==> config.mk <==
export PLATFORM = sky130hd
export DESIGN_NAME = accel_decel_step_pacer_core
export DESIGN_NICKNAME = d
export VERILOG_FILES = /design/src/rtl/core/adsp_pkg.sv /design/src/rtl/core/accel_decel_step_pacer_core.sv
export SDC_FILE = /design/constraint.sdc
export NUM_CORES = 2
export LEC_CHECK = 0
export ABC_CLOCK_PERIOD_IN_PS = 13500
export BUFFER_PORTS_ARGS = -buffer_cell sky130_fd_sc_hd__buf_2
export CAP_MARGIN = 40
export CORE_ASPECT_RATIO = 2
export CORE_UTILIZATION = 50
export DETAILED_ROUTE_END_ITERATION = 6
export PLACE_DENSITY = 0.66
export SYNTH_ARGS = -nofsm -noshare
export SYNTH_HDL_FRONTEND = slang
export SYNTH_SLANG_ARGS = --single-unit
export TNS_END_PERCENT = 1
==> constraint.sdc <==
create_clock -name clock -period 13.5 [get_ports clock]
set_clock_uncertainty 0.2 [all_clocks]
set_input_delay 4.05 -clock clock [delete_from_list [all_inputs] [get_ports clock]]
set_output_delay 4.05 -clock clock [all_outputs]
set_load 0.05 [all_outputs]
==> src/rtl/core/adsp_pkg.sv <==
// widths, register indexes, operation codes and controller states for the
// accel/decel step pacer; no dependencies
`default_nettype none

package adsp_pkg;

   localparam int POS_W      = 24;
   localparam int PER_W      = 16;
   localparam int STEP_W     = 16;
   localparam int PCT_W      = 7;
   localparam int OP_W       = 2;
   localparam int CSR_IDX_W  = 3;
   localparam int CSR_DATA_W = 24;

   localparam int REQ_DATA_W = 24;
   localparam int RSP_DATA_W = 40;
   localparam int RSP_USER_W = 3;

   // shared restoring divider
   localparam int DVD_W = POS_W + PER_W;
   localparam int DVS_W = POS_W + 1;
   localparam int QUO_W = POS_W + 1;
   localparam int CNT_W = $clog2(DVD_W);

   localparam int PCT_SCALE = 100;

   localparam logic [PER_W:0]   PER_CAP  = {1'b1, {PER_W{1'b0}}};
   localparam logic [PER_W-1:0] PER_ONES = {PER_W{1'b1}};

   localparam logic [OP_W-1:0] OP_TICK  = 2'd0;
   localparam logic [OP_W-1:0] OP_START = 2'd1;
   localparam logic [OP_W-1:0] OP_STOP  = 2'd2;

   localparam logic [CSR_IDX_W-1:0] CSR_MIN_PERIOD   = 3'd0;
   localparam logic [CSR_IDX_W-1:0] CSR_MAX_PERIOD   = 3'd1;
   localparam logic [CSR_IDX_W-1:0] CSR_END_POSITION = 3'd2;
   localparam logic [CSR_IDX_W-1:0] CSR_STEP_SIZE    = 3'd3;
   localparam logic [CSR_IDX_W-1:0] CSR_CYCLE_MODE   = 3'd4;
   localparam logic [CSR_IDX_W-1:0] CSR_ACCEL_PCT    = 3'd5;
   localparam logic [CSR_IDX_W-1:0] CSR_SLOW_PCT     = 3'd6;
   localparam logic [CSR_IDX_W-1:0] CSR_NOTIFY       = 3'd7;

   localparam logic [PER_W-1:0]  RST_MIN_PERIOD = 16'd10;
   localparam logic [PER_W-1:0]  RST_MAX_PERIOD = 16'd50;
   localparam logic [STEP_W-1:0] RST_STEP_SIZE  = 16'd5;
   localparam logic [PCT_W-1:0]  RST_ACCEL_PCT  = 7'd30;
   localparam logic [PCT_W-1:0]  RST_SLOW_PCT   = 7'd70;

   typedef enum logic [3:0] {
      ST_IDLE,
      ST_SLOW_DIV,
      ST_ZONE_SEL,
      ST_ACCEL_DIV,
      ST_ACCEL_CHK,
      ST_RATIO_LD,
      ST_RATIO_DIV,
      ST_RATIO_END,
      ST_EMIT
   } state_type;

   typedef struct packed {
      logic req_ready;
      logic div_step;
      logic emit;
   } ctrl_type;

endpackage

`default_nettype wire

==> src/rtl/core/accel_decel_step_pacer_core.sv <==
// step pacer top level: control registers, run state, ramp sequencer and
// bit-serial restoring divider; depends on adsp_pkg
//
//  channel  dir  handshake               payload
//  req      in   req_tvalid/req_tready   tdata start_position, tuser operation
//  rsp      out  rsp_tvalid/rsp_tready   tdata position, period_now;
//                                        tuser advanced, running, step_pulse;
//                                        tlast finished_pulse
//  csr      in   csr_valid/csr_ready     csr_index, csr_wdata
//
// start, stop, idle ticks and ticks that do not expire the period go from idle straight to emit
// an advance that recomputes the period runs the divider one quotient bit
// per cycle: one division by 100 and one ratio in the slowdown zone, two
// divisions by 100 and one ratio in the speedup zone
// reset is synchronous and loads register defaults
// a result waiting in the output register does not block accepting the next item, only its emit
`default_nettype none

module accel_decel_step_pacer_core (
   input  logic                                clock,
   input  logic                                reset,
   input  logic                                req_tvalid,
   output logic                                req_tready,
   input  logic [adsp_pkg::REQ_DATA_W-1:0]     req_tdata,   // start_position
   input  logic [adsp_pkg::OP_W-1:0]           req_tuser,   // operation
   output logic                                rsp_tvalid,
   input  logic                                rsp_tready,
   output logic [adsp_pkg::RSP_DATA_W-1:0]     rsp_tdata,   // position, period_now
   output logic [adsp_pkg::RSP_USER_W-1:0]     rsp_tuser,   // advanced, running, step_pulse
   output logic                                rsp_tlast,   // finished_pulse
   input  logic                                csr_valid,
   output logic                                csr_ready,
   input  logic [adsp_pkg::CSR_IDX_W-1:0]      csr_index,
   input  logic [adsp_pkg::CSR_DATA_W-1:0]     csr_wdata
);
   import adsp_pkg::*;

   // control registers
   logic [PER_W-1:0]  min_period_ff, max_period_ff;
   logic [POS_W-1:0]  end_position_ff;
   logic [STEP_W-1:0] step_size_ff;
   logic              cycle_mode_ff, notify_ff;
   logic [PCT_W-1:0]  accel_pct_ff, slow_pct_ff;

   // run state
   state_type         state_ff, state_in;
   logic              active_ff, active_in;
   logic [POS_W-1:0]  pos_ff, pos_in;
   logic [PER_W-1:0]  tick_ff, tick_in;
   logic [PER_W-1:0]  period_ff, period_in;
   logic              adv_ff, adv_in;
   logic              fin_ff, fin_in;

   // ramp operands
   logic              decel_ff, decel_in;
   logic [POS_W-1:0]  num_ff, num_in;
   logic [DVS_W-1:0]  zone_ff, zone_in;

   // divider
   logic [DVD_W-1:0]  dvd_ff, dvd_in;
   logic [DVS_W-1:0]  dvs_ff, dvs_in;
   logic [DVS_W-1:0]  rem_ff, rem_in;
   logic [QUO_W-1:0]  quo_ff, quo_in;
   logic              ovf_ff, ovf_in;
   logic [CNT_W-1:0]  cnt_ff, cnt_in;

   // output register
   logic                  rsp_valid_ff;
   logic [RSP_DATA_W-1:0] rsp_data_ff;
   logic [RSP_USER_W-1:0] rsp_user_ff;
   logic                  rsp_last_ff;

   ctrl_type ctrl;

   logic                    req_fire, out_free;
   logic [PER_W-1:0]        tick_inc;
   logic                    tick_hit;
   logic [POS_W:0]          pos_sum;
   logic                    at_end, ramp_go;
   logic [POS_W+PCT_W-1:0]  slow_prod, accel_prod;
   logic [DVD_W-1:0]        ratio_prod;
   logic                    rising;
   logic [PER_W-1:0]        spread;
   logic                    s_le_p;
   logic [DVS_W-1:0]        dec_zone;
   logic [POS_W-1:0]        dec_num;
   logic [DVS_W:0]          trial, trial_diff;
   logic                    trial_ge;
   logic [DVS_W-1:0]        rem_next;
   logic                    div_last;
   logic [PER_W:0]          f_val;
   logic                    inexact;
   logic [PER_W+1:0]        dec_up, acc_up;
   logic [PER_W+2:0]        acc_down;
   logic [PER_W-1:0]        acc_up_sat, ramp_period;

   assign req_fire  = req_tvalid && req_tready;
   assign out_free  = !rsp_valid_ff || rsp_tready;
   assign csr_ready = 1'b1;

   assign tick_inc = tick_ff + 1'b1;
   assign tick_hit = tick_inc >= period_ff;
   assign pos_sum  = {1'b0, pos_ff} + {{(POS_W+1-STEP_W){1'b0}}, step_size_ff};
   assign at_end   = pos_sum >= {1'b0, end_position_ff};
   assign ramp_go  = req_fire && (req_tuser == OP_TICK) && active_ff && tick_hit && !at_end;

   assign slow_prod  = end_position_ff * slow_pct_ff;
   assign accel_prod = end_position_ff * accel_pct_ff;
   assign rising     = max_period_ff >= min_period_ff;
   assign spread     = rising ? (max_period_ff - min_period_ff)
                              : (min_period_ff - max_period_ff);
   assign ratio_prod = num_ff * spread;

   assign s_le_p   = {1'b0, pos_ff} >= quo_ff;
   assign dec_zone = {1'b0, end_position_ff} - quo_ff;
   assign dec_num  = pos_ff - quo_ff[POS_W-1:0];

   // one restoring step per cycle
   assign trial      = {rem_ff, dvd_ff[DVD_W-1]};
   assign trial_diff = trial - {1'b0, dvs_ff};
   assign trial_ge   = trial >= {1'b0, dvs_ff};
   assign rem_next   = trial_ge ? trial_diff[DVS_W-1:0] : trial[DVS_W-1:0];
   assign div_last   = cnt_ff == CNT_W'(DVD_W - 1);

   // period from the ratio quotient
   assign f_val    = (ovf_ff || (quo_ff > QUO_W'(PER_CAP))) ? PER_CAP : quo_ff[PER_W:0];
   assign inexact  = rem_ff != '0;
   assign dec_up   = {2'b0, min_period_ff} + {1'b0, f_val};
   assign acc_up   = {2'b0, max_period_ff} + {1'b0, f_val};
   assign acc_down = {3'b0, max_period_ff} - {2'b0, f_val}
                     - {{(PER_W+2){1'b0}}, inexact};
   assign acc_up_sat = (acc_up[PER_W+1:PER_W] != 2'b0) ? PER_ONES : acc_up[PER_W-1:0];

   always_comb begin
      if (decel_ff) begin
         if (!rising) begin
            ramp_period = min_period_ff;
         end else if (dec_up > {2'b0, max_period_ff}) begin
            ramp_period = max_period_ff;
         end else begin
            ramp_period = dec_up[PER_W-1:0];
         end
      end else if (rising) begin
         if (acc_down[PER_W+2] || (acc_down[PER_W+1:0] < {2'b0, min_period_ff})) begin
            ramp_period = min_period_ff;
         end else begin
            ramp_period = acc_down[PER_W-1:0];
         end
      end else if (acc_up_sat < min_period_ff) begin
         ramp_period = min_period_ff;
      end else begin
         ramp_period = acc_up_sat;
      end
   end

   // next state
   always_comb begin
      state_in = state_ff;
      unique case (state_ff)
         ST_IDLE: begin
            if (ramp_go) begin
               state_in = ST_SLOW_DIV;
            end else if (req_fire) begin
               state_in = ST_EMIT;
            end
         end
         ST_SLOW_DIV: begin
            if (div_last) state_in = ST_ZONE_SEL;
         end
         ST_ZONE_SEL: begin
            if (!s_le_p) begin
               state_in = ST_ACCEL_DIV;
            end else if (dec_zone == '0) begin
               state_in = ST_EMIT;
            end else begin
               state_in = ST_RATIO_LD;
            end
         end
         ST_ACCEL_DIV: begin
            if (div_last) state_in = ST_ACCEL_CHK;
         end
         ST_ACCEL_CHK: begin
            state_in = (quo_ff == '0) ? ST_EMIT : ST_RATIO_LD;
         end
         ST_RATIO_LD:  state_in = ST_RATIO_DIV;
         ST_RATIO_DIV: begin
            if (div_last) state_in = ST_RATIO_END;
         end
         ST_RATIO_END: state_in = ST_EMIT;
         ST_EMIT: begin
            if (out_free) state_in = ST_IDLE;
         end
         default: state_in = ST_IDLE;
      endcase
   end

   // controller outputs
   always_comb begin
      ctrl = '0;
      unique case (state_ff)
         ST_IDLE:      ctrl.req_ready = 1'b1;
         ST_SLOW_DIV,
         ST_ACCEL_DIV,
         ST_RATIO_DIV: ctrl.div_step = 1'b1;
         ST_EMIT:      ctrl.emit = out_free;
         default:      ctrl = '0;
      endcase
   end

   assign req_tready = ctrl.req_ready;

   // datapath
   always_comb begin
      active_in = active_ff;
      pos_in    = pos_ff;
      tick_in   = tick_ff;
      period_in = period_ff;
      adv_in    = adv_ff;
      fin_in    = fin_ff;
      decel_in  = decel_ff;
      num_in    = num_ff;
      zone_in   = zone_ff;
      dvd_in    = dvd_ff;
      dvs_in    = dvs_ff;
      rem_in    = rem_ff;
      quo_in    = quo_ff;
      ovf_in    = ovf_ff;
      cnt_in    = cnt_ff;

      if (ctrl.div_step) begin
         dvd_in = {dvd_ff[DVD_W-2:0], 1'b0};
         rem_in = rem_next;
         quo_in = {quo_ff[QUO_W-2:0], trial_ge};
         ovf_in = ovf_ff || quo_ff[QUO_W-1];
         cnt_in = cnt_ff + 1'b1;
      end

      if (req_fire) begin
         adv_in = 1'b0;
         fin_in = 1'b0;
         unique case (req_tuser)
            OP_START: begin
               active_in = 1'b1;
               pos_in    = req_tdata;
               tick_in   = '0;
               period_in = max_period_ff;
            end
            OP_STOP: begin
               fin_in    = active_ff;
               active_in = 1'b0;
            end
            OP_TICK: begin
               if (active_ff) begin
                  tick_in = tick_inc;
                  if (tick_hit) begin
                     tick_in = '0;
                     adv_in  = 1'b1;
                     if (!at_end) begin
                        pos_in = pos_sum[POS_W-1:0];
                        dvd_in = {{(DVD_W-POS_W-PCT_W){1'b0}}, slow_prod};
                        dvs_in = DVS_W'(PCT_SCALE);
                        rem_in = '0;
                        quo_in = '0;
                        ovf_in = 1'b0;
                        cnt_in = '0;
                     end else if (cycle_mode_ff) begin
                        pos_in = '0;
                     end else begin
                        active_in = 1'b0;
                        pos_in    = end_position_ff;
                        fin_in    = 1'b1;
                     end
                  end
               end
            end
            default: ;
         endcase
      end

      case (state_ff)
         ST_ZONE_SEL: begin
            decel_in = s_le_p;
            if (s_le_p) begin
               zone_in = dec_zone;
               num_in  = dec_num;
               if (dec_zone == '0) period_in = min_period_ff;
            end else begin
               num_in = pos_ff;
               dvd_in = {{(DVD_W-POS_W-PCT_W){1'b0}}, accel_prod};
               dvs_in = DVS_W'(PCT_SCALE);
               rem_in = '0;
               quo_in = '0;
               ovf_in = 1'b0;
               cnt_in = '0;
            end
         end
         ST_ACCEL_CHK: begin
            zone_in = quo_ff;
            if (quo_ff == '0) period_in = min_period_ff;
         end
         ST_RATIO_LD: begin
            dvd_in = ratio_prod;
            dvs_in = zone_ff;
            rem_in = '0;
            quo_in = '0;
            ovf_in = 1'b0;
            cnt_in = '0;
         end
         ST_RATIO_END: period_in = ramp_period;
         default: ;
      endcase
   end

   always_ff @(posedge clock) begin
      if (reset) begin
         min_period_ff   <= RST_MIN_PERIOD;
         max_period_ff   <= RST_MAX_PERIOD;
         end_position_ff <= '0;
         step_size_ff    <= RST_STEP_SIZE;
         cycle_mode_ff   <= 1'b0;
         accel_pct_ff    <= RST_ACCEL_PCT;
         slow_pct_ff     <= RST_SLOW_PCT;
         notify_ff       <= 1'b0;
      end else if (csr_valid && csr_ready) begin
         unique case (csr_index)
            CSR_MIN_PERIOD:   min_period_ff   <= csr_wdata[PER_W-1:0];
            CSR_MAX_PERIOD:   max_period_ff   <= csr_wdata[PER_W-1:0];
            CSR_END_POSITION: end_position_ff <= csr_wdata[POS_W-1:0];
            CSR_STEP_SIZE:    step_size_ff    <= csr_wdata[STEP_W-1:0];
            CSR_CYCLE_MODE:   cycle_mode_ff   <= csr_wdata[0];
            CSR_ACCEL_PCT:    accel_pct_ff    <= csr_wdata[PCT_W-1:0];
            CSR_SLOW_PCT:     slow_pct_ff     <= csr_wdata[PCT_W-1:0];
            CSR_NOTIFY:       notify_ff       <= csr_wdata[0];
            default: ;
         endcase
      end
   end

   always_ff @(posedge clock) begin
      if (reset) begin
         state_ff  <= ST_IDLE;
         active_ff <= 1'b0;
         pos_ff    <= '0;
         tick_ff   <= '0;
         period_ff <= RST_MAX_PERIOD;
         adv_ff    <= 1'b0;
         fin_ff    <= 1'b0;
      end else begin
         state_ff  <= state_in;
         active_ff <= active_in;
         pos_ff    <= pos_in;
         tick_ff   <= tick_in;
         period_ff <= period_in;
         adv_ff    <= adv_in;
         fin_ff    <= fin_in;
      end
   end

   always_ff @(posedge clock) begin
      decel_ff <= decel_in;
      num_ff   <= num_in;
      zone_ff  <= zone_in;
      dvd_ff   <= dvd_in;
      dvs_ff   <= dvs_in;
      rem_ff   <= rem_in;
      quo_ff   <= quo_in;
      ovf_ff   <= ovf_in;
      cnt_ff   <= cnt_in;
   end

   // output register
   always_ff @(posedge clock) begin
      if (reset) begin
         rsp_valid_ff <= 1'b0;
      end else if (ctrl.emit) begin
         rsp_valid_ff <= 1'b1;
      end else if (rsp_tready) begin
         rsp_valid_ff <= 1'b0;
      end
   end

   always_ff @(posedge clock) begin
      if (ctrl.emit) begin
         rsp_data_ff <= {period_ff, pos_ff};
         rsp_user_ff <= {adv_ff && notify_ff, active_ff, adv_ff};
         rsp_last_ff <= fin_ff;
      end
   end

   assign rsp_tvalid = rsp_valid_ff;
   assign rsp_tdata  = rsp_data_ff;
   assign rsp_tuser  = rsp_user_ff;
   assign rsp_tlast  = rsp_last_ff;

   a_stop_ends_run: assert property (@(posedge clock) disable iff (reset)
      req_fire && (req_tuser == OP_STOP) |=> !active_ff)
      else $error("run still active after stop transaction");

   a_finish_not_running: assert property (@(posedge clock) disable iff (reset)
      rsp_tvalid && rsp_tlast |-> !rsp_tuser[1])
      else $error("finished result reports a running state");

   a_step_needs_advance: assert property (@(posedge clock) disable iff (reset)
      rsp_tvalid && rsp_tuser[2] |-> rsp_tuser[0])
      else $error("step pulse without advance");

   a_ramp_above_min: assert property (@(posedge clock) disable iff (reset)
      state_ff == ST_RATIO_END |=> period_ff >= $past(min_period_ff))
      else $error("ramp period below minimum");

endmodule

`default_nettype wire

======== After elaboration in Yosys (flattened, before gate mapping) ========
Index checks and enable logic that the tools add are counted.
word-level totals
  register bits ........................... 368
  bits in latches ......................... 0
  RAM bits ................................ 0
  bits in read-only memories .............. 0
  bits of input ports ..................... 58
  output and inout port bits .............. 47
  word-level logic and storage cells ...... 217
  memories ................................ 0
cells by class
  add/subtract/negate cells ............... 12
  multiply operators ...................... 3
  divide/modulo/power cells ............... 0
  magnitude comparators ................... 9
  equality and inequality tests ........... 26
  shift-type cells ........................ 0
  mux-type cells .......................... 102
  bitwise gates (word level) .............. 0
  reductions and logical operators ........ 37
operator list
  operator                                                                            count
  25-bit 2-to-1 mux                                                                   22
  40-bit 2-to-1 mux                                                                   7
  16-bit 2-to-1 mux                                                                   15
  25-bit one-hot mux with 2 select lines                                              4
  24-bit 2-to-1 mux                                                                   5
  40-bit one-hot mux with 2 select lines                                              1
  24-bit by 7-bit multiplier with 31-bit output                                       2
  25-bit zero test                                                                    2
  16-bit one-hot mux with 3 select lines                                              1
  24-bit one-hot mux with 2 select lines                                              1
  6-bit 2-to-1 mux                                                                    7
  24-bit by 16-bit multiplier with 40-bit output                                      1
  16-bit by 17-bit adder with 18-bit output                                           2
  4-bit 2-to-1 mux                                                                    9
  4-bit one-hot mux with 9 select lines                                               1
  16-bit >= comparator                                                                2
  16-bit one-hot mux with 2 select lines                                              1
  16-bit subtractor                                                                   2
  26-bit by 25-bit >= comparator with 1-bit output                                    1
  24-bit by 16-bit adder with 25-bit output                                           1
  24-bit by 25-bit >= comparator with 1-bit output                                    1
  25-bit by 24-bit >= comparator with 1-bit output                                    1
  25-bit by 17-bit greater-than comparator with 1-bit output (second input constant)  1
  25-bit nonzero test                                                                 1
  other kinds (40)                                                                    98

======== Depth between registers and ports, before layout ========
  word-level depth ........................ 11
  gate-level depth with buffers ........... 40
  gate-level depth less buffers ........... 38

======== Worst setup path before layout ========
OpenSTA, ideal clock, no wires.
  path kind ............................... reg2reg
  from .................................... register min_period_ff[1]
  to ...................................... register dvd_ff[37]
  library setup time ...................... 134 ps
  arrival time ............................ 9204 ps
  required time ........................... 13166 ps
  setup slack ............................. 3962 ps
  stages on the path, launching flop included .. 37
  path buffers ............................ 2
  clock period less this slack ............ 9538 ps
  cell sequence ........................... dfxtp_1 > inv_1 > fa_1 > a21o_1 > a21oi_1 > a21oi_1 > a311o_1 > and2_1 > clkbuf_1 > o311a_1 > o21ai_1 > o21ai_0 > a21boi_0 > xnor2_1 > clkbuf_1 > nand2_1 > fa_1 > inv_1 > fa_1 > fa_1 > fa_1 > fa_1 > inv_1 > fa_1 > inv_1 > ha_1 > a21o_1 > a21o_1 > a21o_1 > a21o_1 > a2111o_1 > o21ai_0 > a21boi_0 > or2_2 > o31a_1 > xnor2_1 > o22ai_1
on the way
  longest elaborated chain between the ends .. 4
  elaborated cells between the ends (all ways) .. 6
  classes of those cells .................. add/sub: 2; mul: 1; order compare: 1; mux: 2
ends and longest elaborated chain
  element                                             RTL line                            text
  from (decl)                                         accel_decel_step_pacer_core.sv:39   logic [PER_W-1:0] min_period_ff, max_period_ff;
  from (signal assigned)                              accel_decel_step_pacer_core.sv:326  CSR_MIN_PERIOD: min_period_ff <= csr_wdata[PER_W-1:0];
  16-bit subtractor (tied with other cells)           accel_decel_step_pacer_core.sv:111  : (min_period_ff - max_period_ff);
  16-bit 2-to-1 mux (*)                               accel_decel_step_pacer_core.sv:110  assign spread = rising ? (max_period_ff - min_period_ff)
  24-bit by 16-bit multiplier with 40-bit output (*)  accel_decel_step_pacer_core.sv:112  assign ratio_prod = num_ff * spread;
  40-bit one-hot mux with 2 select lines (*)          accel_decel_step_pacer_core.sv:280  case (state_ff)
  net dvd_in[37]                                      accel_decel_step_pacer_core.sv:60   logic [DVD_W-1:0] dvd_ff, dvd_in;
  to (signal assigned)                                accel_decel_step_pacer_core.sv:363  dvd_ff <= dvd_in;
  to (decl)                                           accel_decel_step_pacer_core.sv:60
Mark *: on every way through the listed nets, which the timed path passes. The rest lies on a longest branch.
A chain may end at the register's enable or synchronous reset.

======== Final worst setup path ========
  from .................................... register min_period_ff[0]
  to ...................................... register dvd_ff[37]
The elaborated chain is that of the path after synthesis.

==> summary.md <==
| Metric | Value |
|---|---|
| Clock root buffer | `clkbuf_16` |
| Asr flop ratio synth | `0` |
| First-pass GRT wire length | `about 270000 um` |
| Die height | `449 um` |
| M1 GR Usage | `0.364` |
| Layout Nets | `just over 7000` |
| Top Usage Layer GRT | `met2` |
| Clock sinks | `around 370` |
| Max cap viols | `0` |
| Worst hold path type | `register to register` |
| Post-synthesis register bit count | `368` |
| Register area share after synthesis | `0.166` |
| CTS H-tree lvls | `2` |
| DRT iter0 DRCs | `a little under 3000` |
| EDFF count, synth | `94` |
| Fin. Hold Viols | `0` |
| Slew Limit Headroom | `0.348` |
| Synth area leaders | `fa_1 (21%), ha_1 (12%), dfxtp_1 (11%)` |
| DP HPWL | `~150000 um` |
| Post-Synthesis Cells | `6130` |
| Yosys warns | `0` |
| DP Worst Slack | `around 2.6 ns` |
| Synth cell types | `just under 90` |
| Cell Rows | `about 160` |
| Crit path top cell by count | `fa_1` |
| # setup viols final | `0` |
| Syn_nets | `7190` |
| Status | `completed` |
| Design area | `53700 um2` |
| Wirelength per Cell | `about 24 um` |
| GRT overflow | `0` |
| CP Class | `register to register` |
| Worst skew pair latency | `0.63 ns` |
| Worst path slowest cell | `xor2_2` |
| CTS clk-pin slew, worst paths | `about 0.080 ns` |
| Antenna violations before repair | `4` |
| DR DRC count | `0` |
| Fillers | `about 9400` |
| Syn_area_per_cell | `8.14 um2` |
| Routed vias | `44800` |
| Clock Tree Buf Depth | `3` |
| M3 GR Usage | `0.0473` |
| Placer Congestion | `~1` |
| Post-Route WL | `approximately 180000 um` |
| WP buf/inv | `4` |
| Setup TNS | `0 ns` |
| Initial Util | `0.506` |
| Top cell type's share of synthesized area | `0.214` |
| Layout overhead on the synthesized area | `7.57%` |
| Final antenna-violating net count | `0` |
| Worst Path Max Fanout | `15` |
| Vias per inst | `6.02` |
| Top FF cell, synth | `dfxtp_1` |
| Mapped Area | `49900 um2` |
| Crit path DAT | `11.34 ns` |
| Placed Area | `52300 um2` |
| Vias in the first global route | `approximately 46000` |
| Max stage delay on crit path | `0.77 ns` |
| Area leader, netlist | `fa_1` |
| Startpoint types | `register` |
| RSZ-0062 raised after global routing | `no` |
| Worst setup margin | `about 2.4 ns` |
| Setup bufs post-CTS | `0` |
| Critical Path RT | `around 14 ns` |
| Fin crit period | `11.10 ns` |
| Global routing usage on met2 | `0.645` |
| Die area | `101000 um2` |
| GRT Util Overall | `0.363` |
| Actual slew at the worst max-slew pin | `around 1 ns` |
| Largest net degree at the start of global routing | `~110` |
| Layout cells sized above 1 | `0.0639` |
| DRT Pass-1 Iters | `6` |
| Die width | `between 200 and 250 um` |
| Worst R2R Setup Slack | `approximately 2.4 ns` |
| Largest delay share family, worst path | `adder cells` |
| Core Area | `between 90000 and 100000 um2` |
| Element type at the critical path end | `register` |
| Resized Gates After CTS | `0` |
| WHS | `about 0.23 ns` |
| Hold_buf cts | `0` |
| CTS Buf Count | `38` |
| PortBufs | `103` |
| Fmax | `roughly 0.090 GHz` |
| Tcrit/Tclk final | `0.822` |
| Pins Over Slew Limit | `0` |
| # IOs | `~110` |
| TritonCTS clock tree | `built` |
-- registers in the layout, indices dropped and copies added (netlist names), 3 cells and up --
signal	flops
period_ff	16
dvd_ff	40
quo_ff	25
state_ff	4
accel_pct_ff	7
dvs_ff	25
rem_ff	25
slow_pct_ff	7
cnt_ff	6
rsp_tdata	40
rsp_tuser	3
num_ff	24
min_period_ff	16
pos_ff	24
step_size_ff	16
zone_ff	25
tick_ff	16
max_period_ff	16
end_position_ff	24
-- synthesized netlist by cell type, types with 20 or more instances --
| cell | number |
|---|---|
| nand2_1 | 981 |
| inv_1 | 765 |
| fa_1 | 533 |
| ha_1 | 469 |
| a21oi_1 | 404 |
| nor2_1 | 325 |
| clkbuf_1 | 294 |
| dfxtp_1 | 274 |
| o21ai_0 | 237 |
| and2_1 | 231 |
| xnor2_1 | 139 |
| a21o_1 | 136 |
| nand3_1 | 106 |
| mux2i_1 | 97 |
| edfxtp_1 | 94 |
| xor2_1 | 87 |
| nand2b_1 | 67 |
| a211oi_1 | 60 |
| nor3_1 | 60 |
| o211ai_1 | 47 |
| a31oi_1 | 46 |
| nor2b_1 | 45 |
| and3_1 | 44 |
| o21a_1 | 40 |
| nand4_1 | 39 |
| o21bai_1 | 34 |
| nor3b_1 | 33 |
| or3_1 | 31 |
| nor4_1 | 25 |
| or2_2 | 20 |
-- final cells by class --
cell class / instances / area [um2] / share of cell area
diodes: 3 / 7.51 / 0.000140
clock buffers: 44 / 1000 / 0.0187
clock inverters: 25 / 287 / 0.00534
inverters: 765 / 2870 / 0.0535
multi-input cells: 4672 / 37700 / 0.702
flip-flops and latches: 368 / 8310 / 0.155
well taps: 1320 / 1650 / 0.0308
repair buffers: 242 / 1880 / 0.0350
-- cells in the final DEF (no fill, tap or decap), drive strengths merged, types with 18 or more instances in the layout --
cell     count
buf        242
o211ai      47
o21ai      243
a21oi      405
nor3        60
nor4        26
xor2        87
clkbuf      44
dfxtp      274
or3         31
edfxtp      94
mux2i       97
and3        44
nand2b      67
o21a        40
a211oi      62
inv        773
nand2      981
nor3b       33
o2111ai     19
or2         20
o21bai      34
nand3      106
nand4       39
a21o       136
nor2       326
nor2b       45
nand3b      18
a31oi       47
nand4b      18
and2       231
xnor2      139
ha         469
fa         533
-- worst reg2reg max path: cells and delay by family (launching register included) --
| kind | cells | cell delay, ns |
|---|---|---|
| buffers and inverters | 4 | 0.20 |
| flip-flops | 1 | 0.53 |
| AND/OR/NAND/NOR | 4 | 1.25 |
| XOR/XNOR | 2 | 0.93 |
| AO/OA/AOI/OAI | 16 | 3.84 |
| adder cells (fa/ha/maj) | 9 | 3.97 |
-- metal layers --
| layer | share of wire | routed length [um] |
|---|---|---|
| met5 | 0.00013 | 24 |
| met4 | 0.11 | 20200 |
| met3 | 0.055 | 9950 |
| met2 | 0.51 | 92000 |
| met1 | 0.33 | 59800 |
-- path summary, 6_finish.rpt --
kind	cells past startpoint	endpoint	from
max	35	dvd_ff[37]	min_period_ff[0]
min	0	rsp_tlast	fin_ff
max reg2reg	35	dvd_ff[37]	min_period_ff[0]
min reg2reg	0	rsp_tlast	fin_ff
-- cell families after synthesis --
kind of cell | after synthesis | synth area share
XOR/XNOR | 226 | 0.0397
flip-flops | 368 | 0.166
AND/OR/NAND/NOR | 2068 | 0.193
multiplexers | 109 | 0.0222
adder cells (fa/ha/maj) | 1002 | 0.331
buffers and inverters | 1090 | 0.0826
other | 1 | 0.0000751
AO/OA/AOI/OAI | 1266 | 0.165
-- per-stage QoR --
stage / utilization / cells
global route: 0.544 / 7437
finish: 0.544 / 7439
detailed placement: 0.530 / 7361
floorplan: - / 6130
global placement: 0.525 / 7333
CTS: 0.543 / 7430
Power is not shown: default switching activity piles up to over one toggle a cycle in this logic, so the estimate is an artifact.
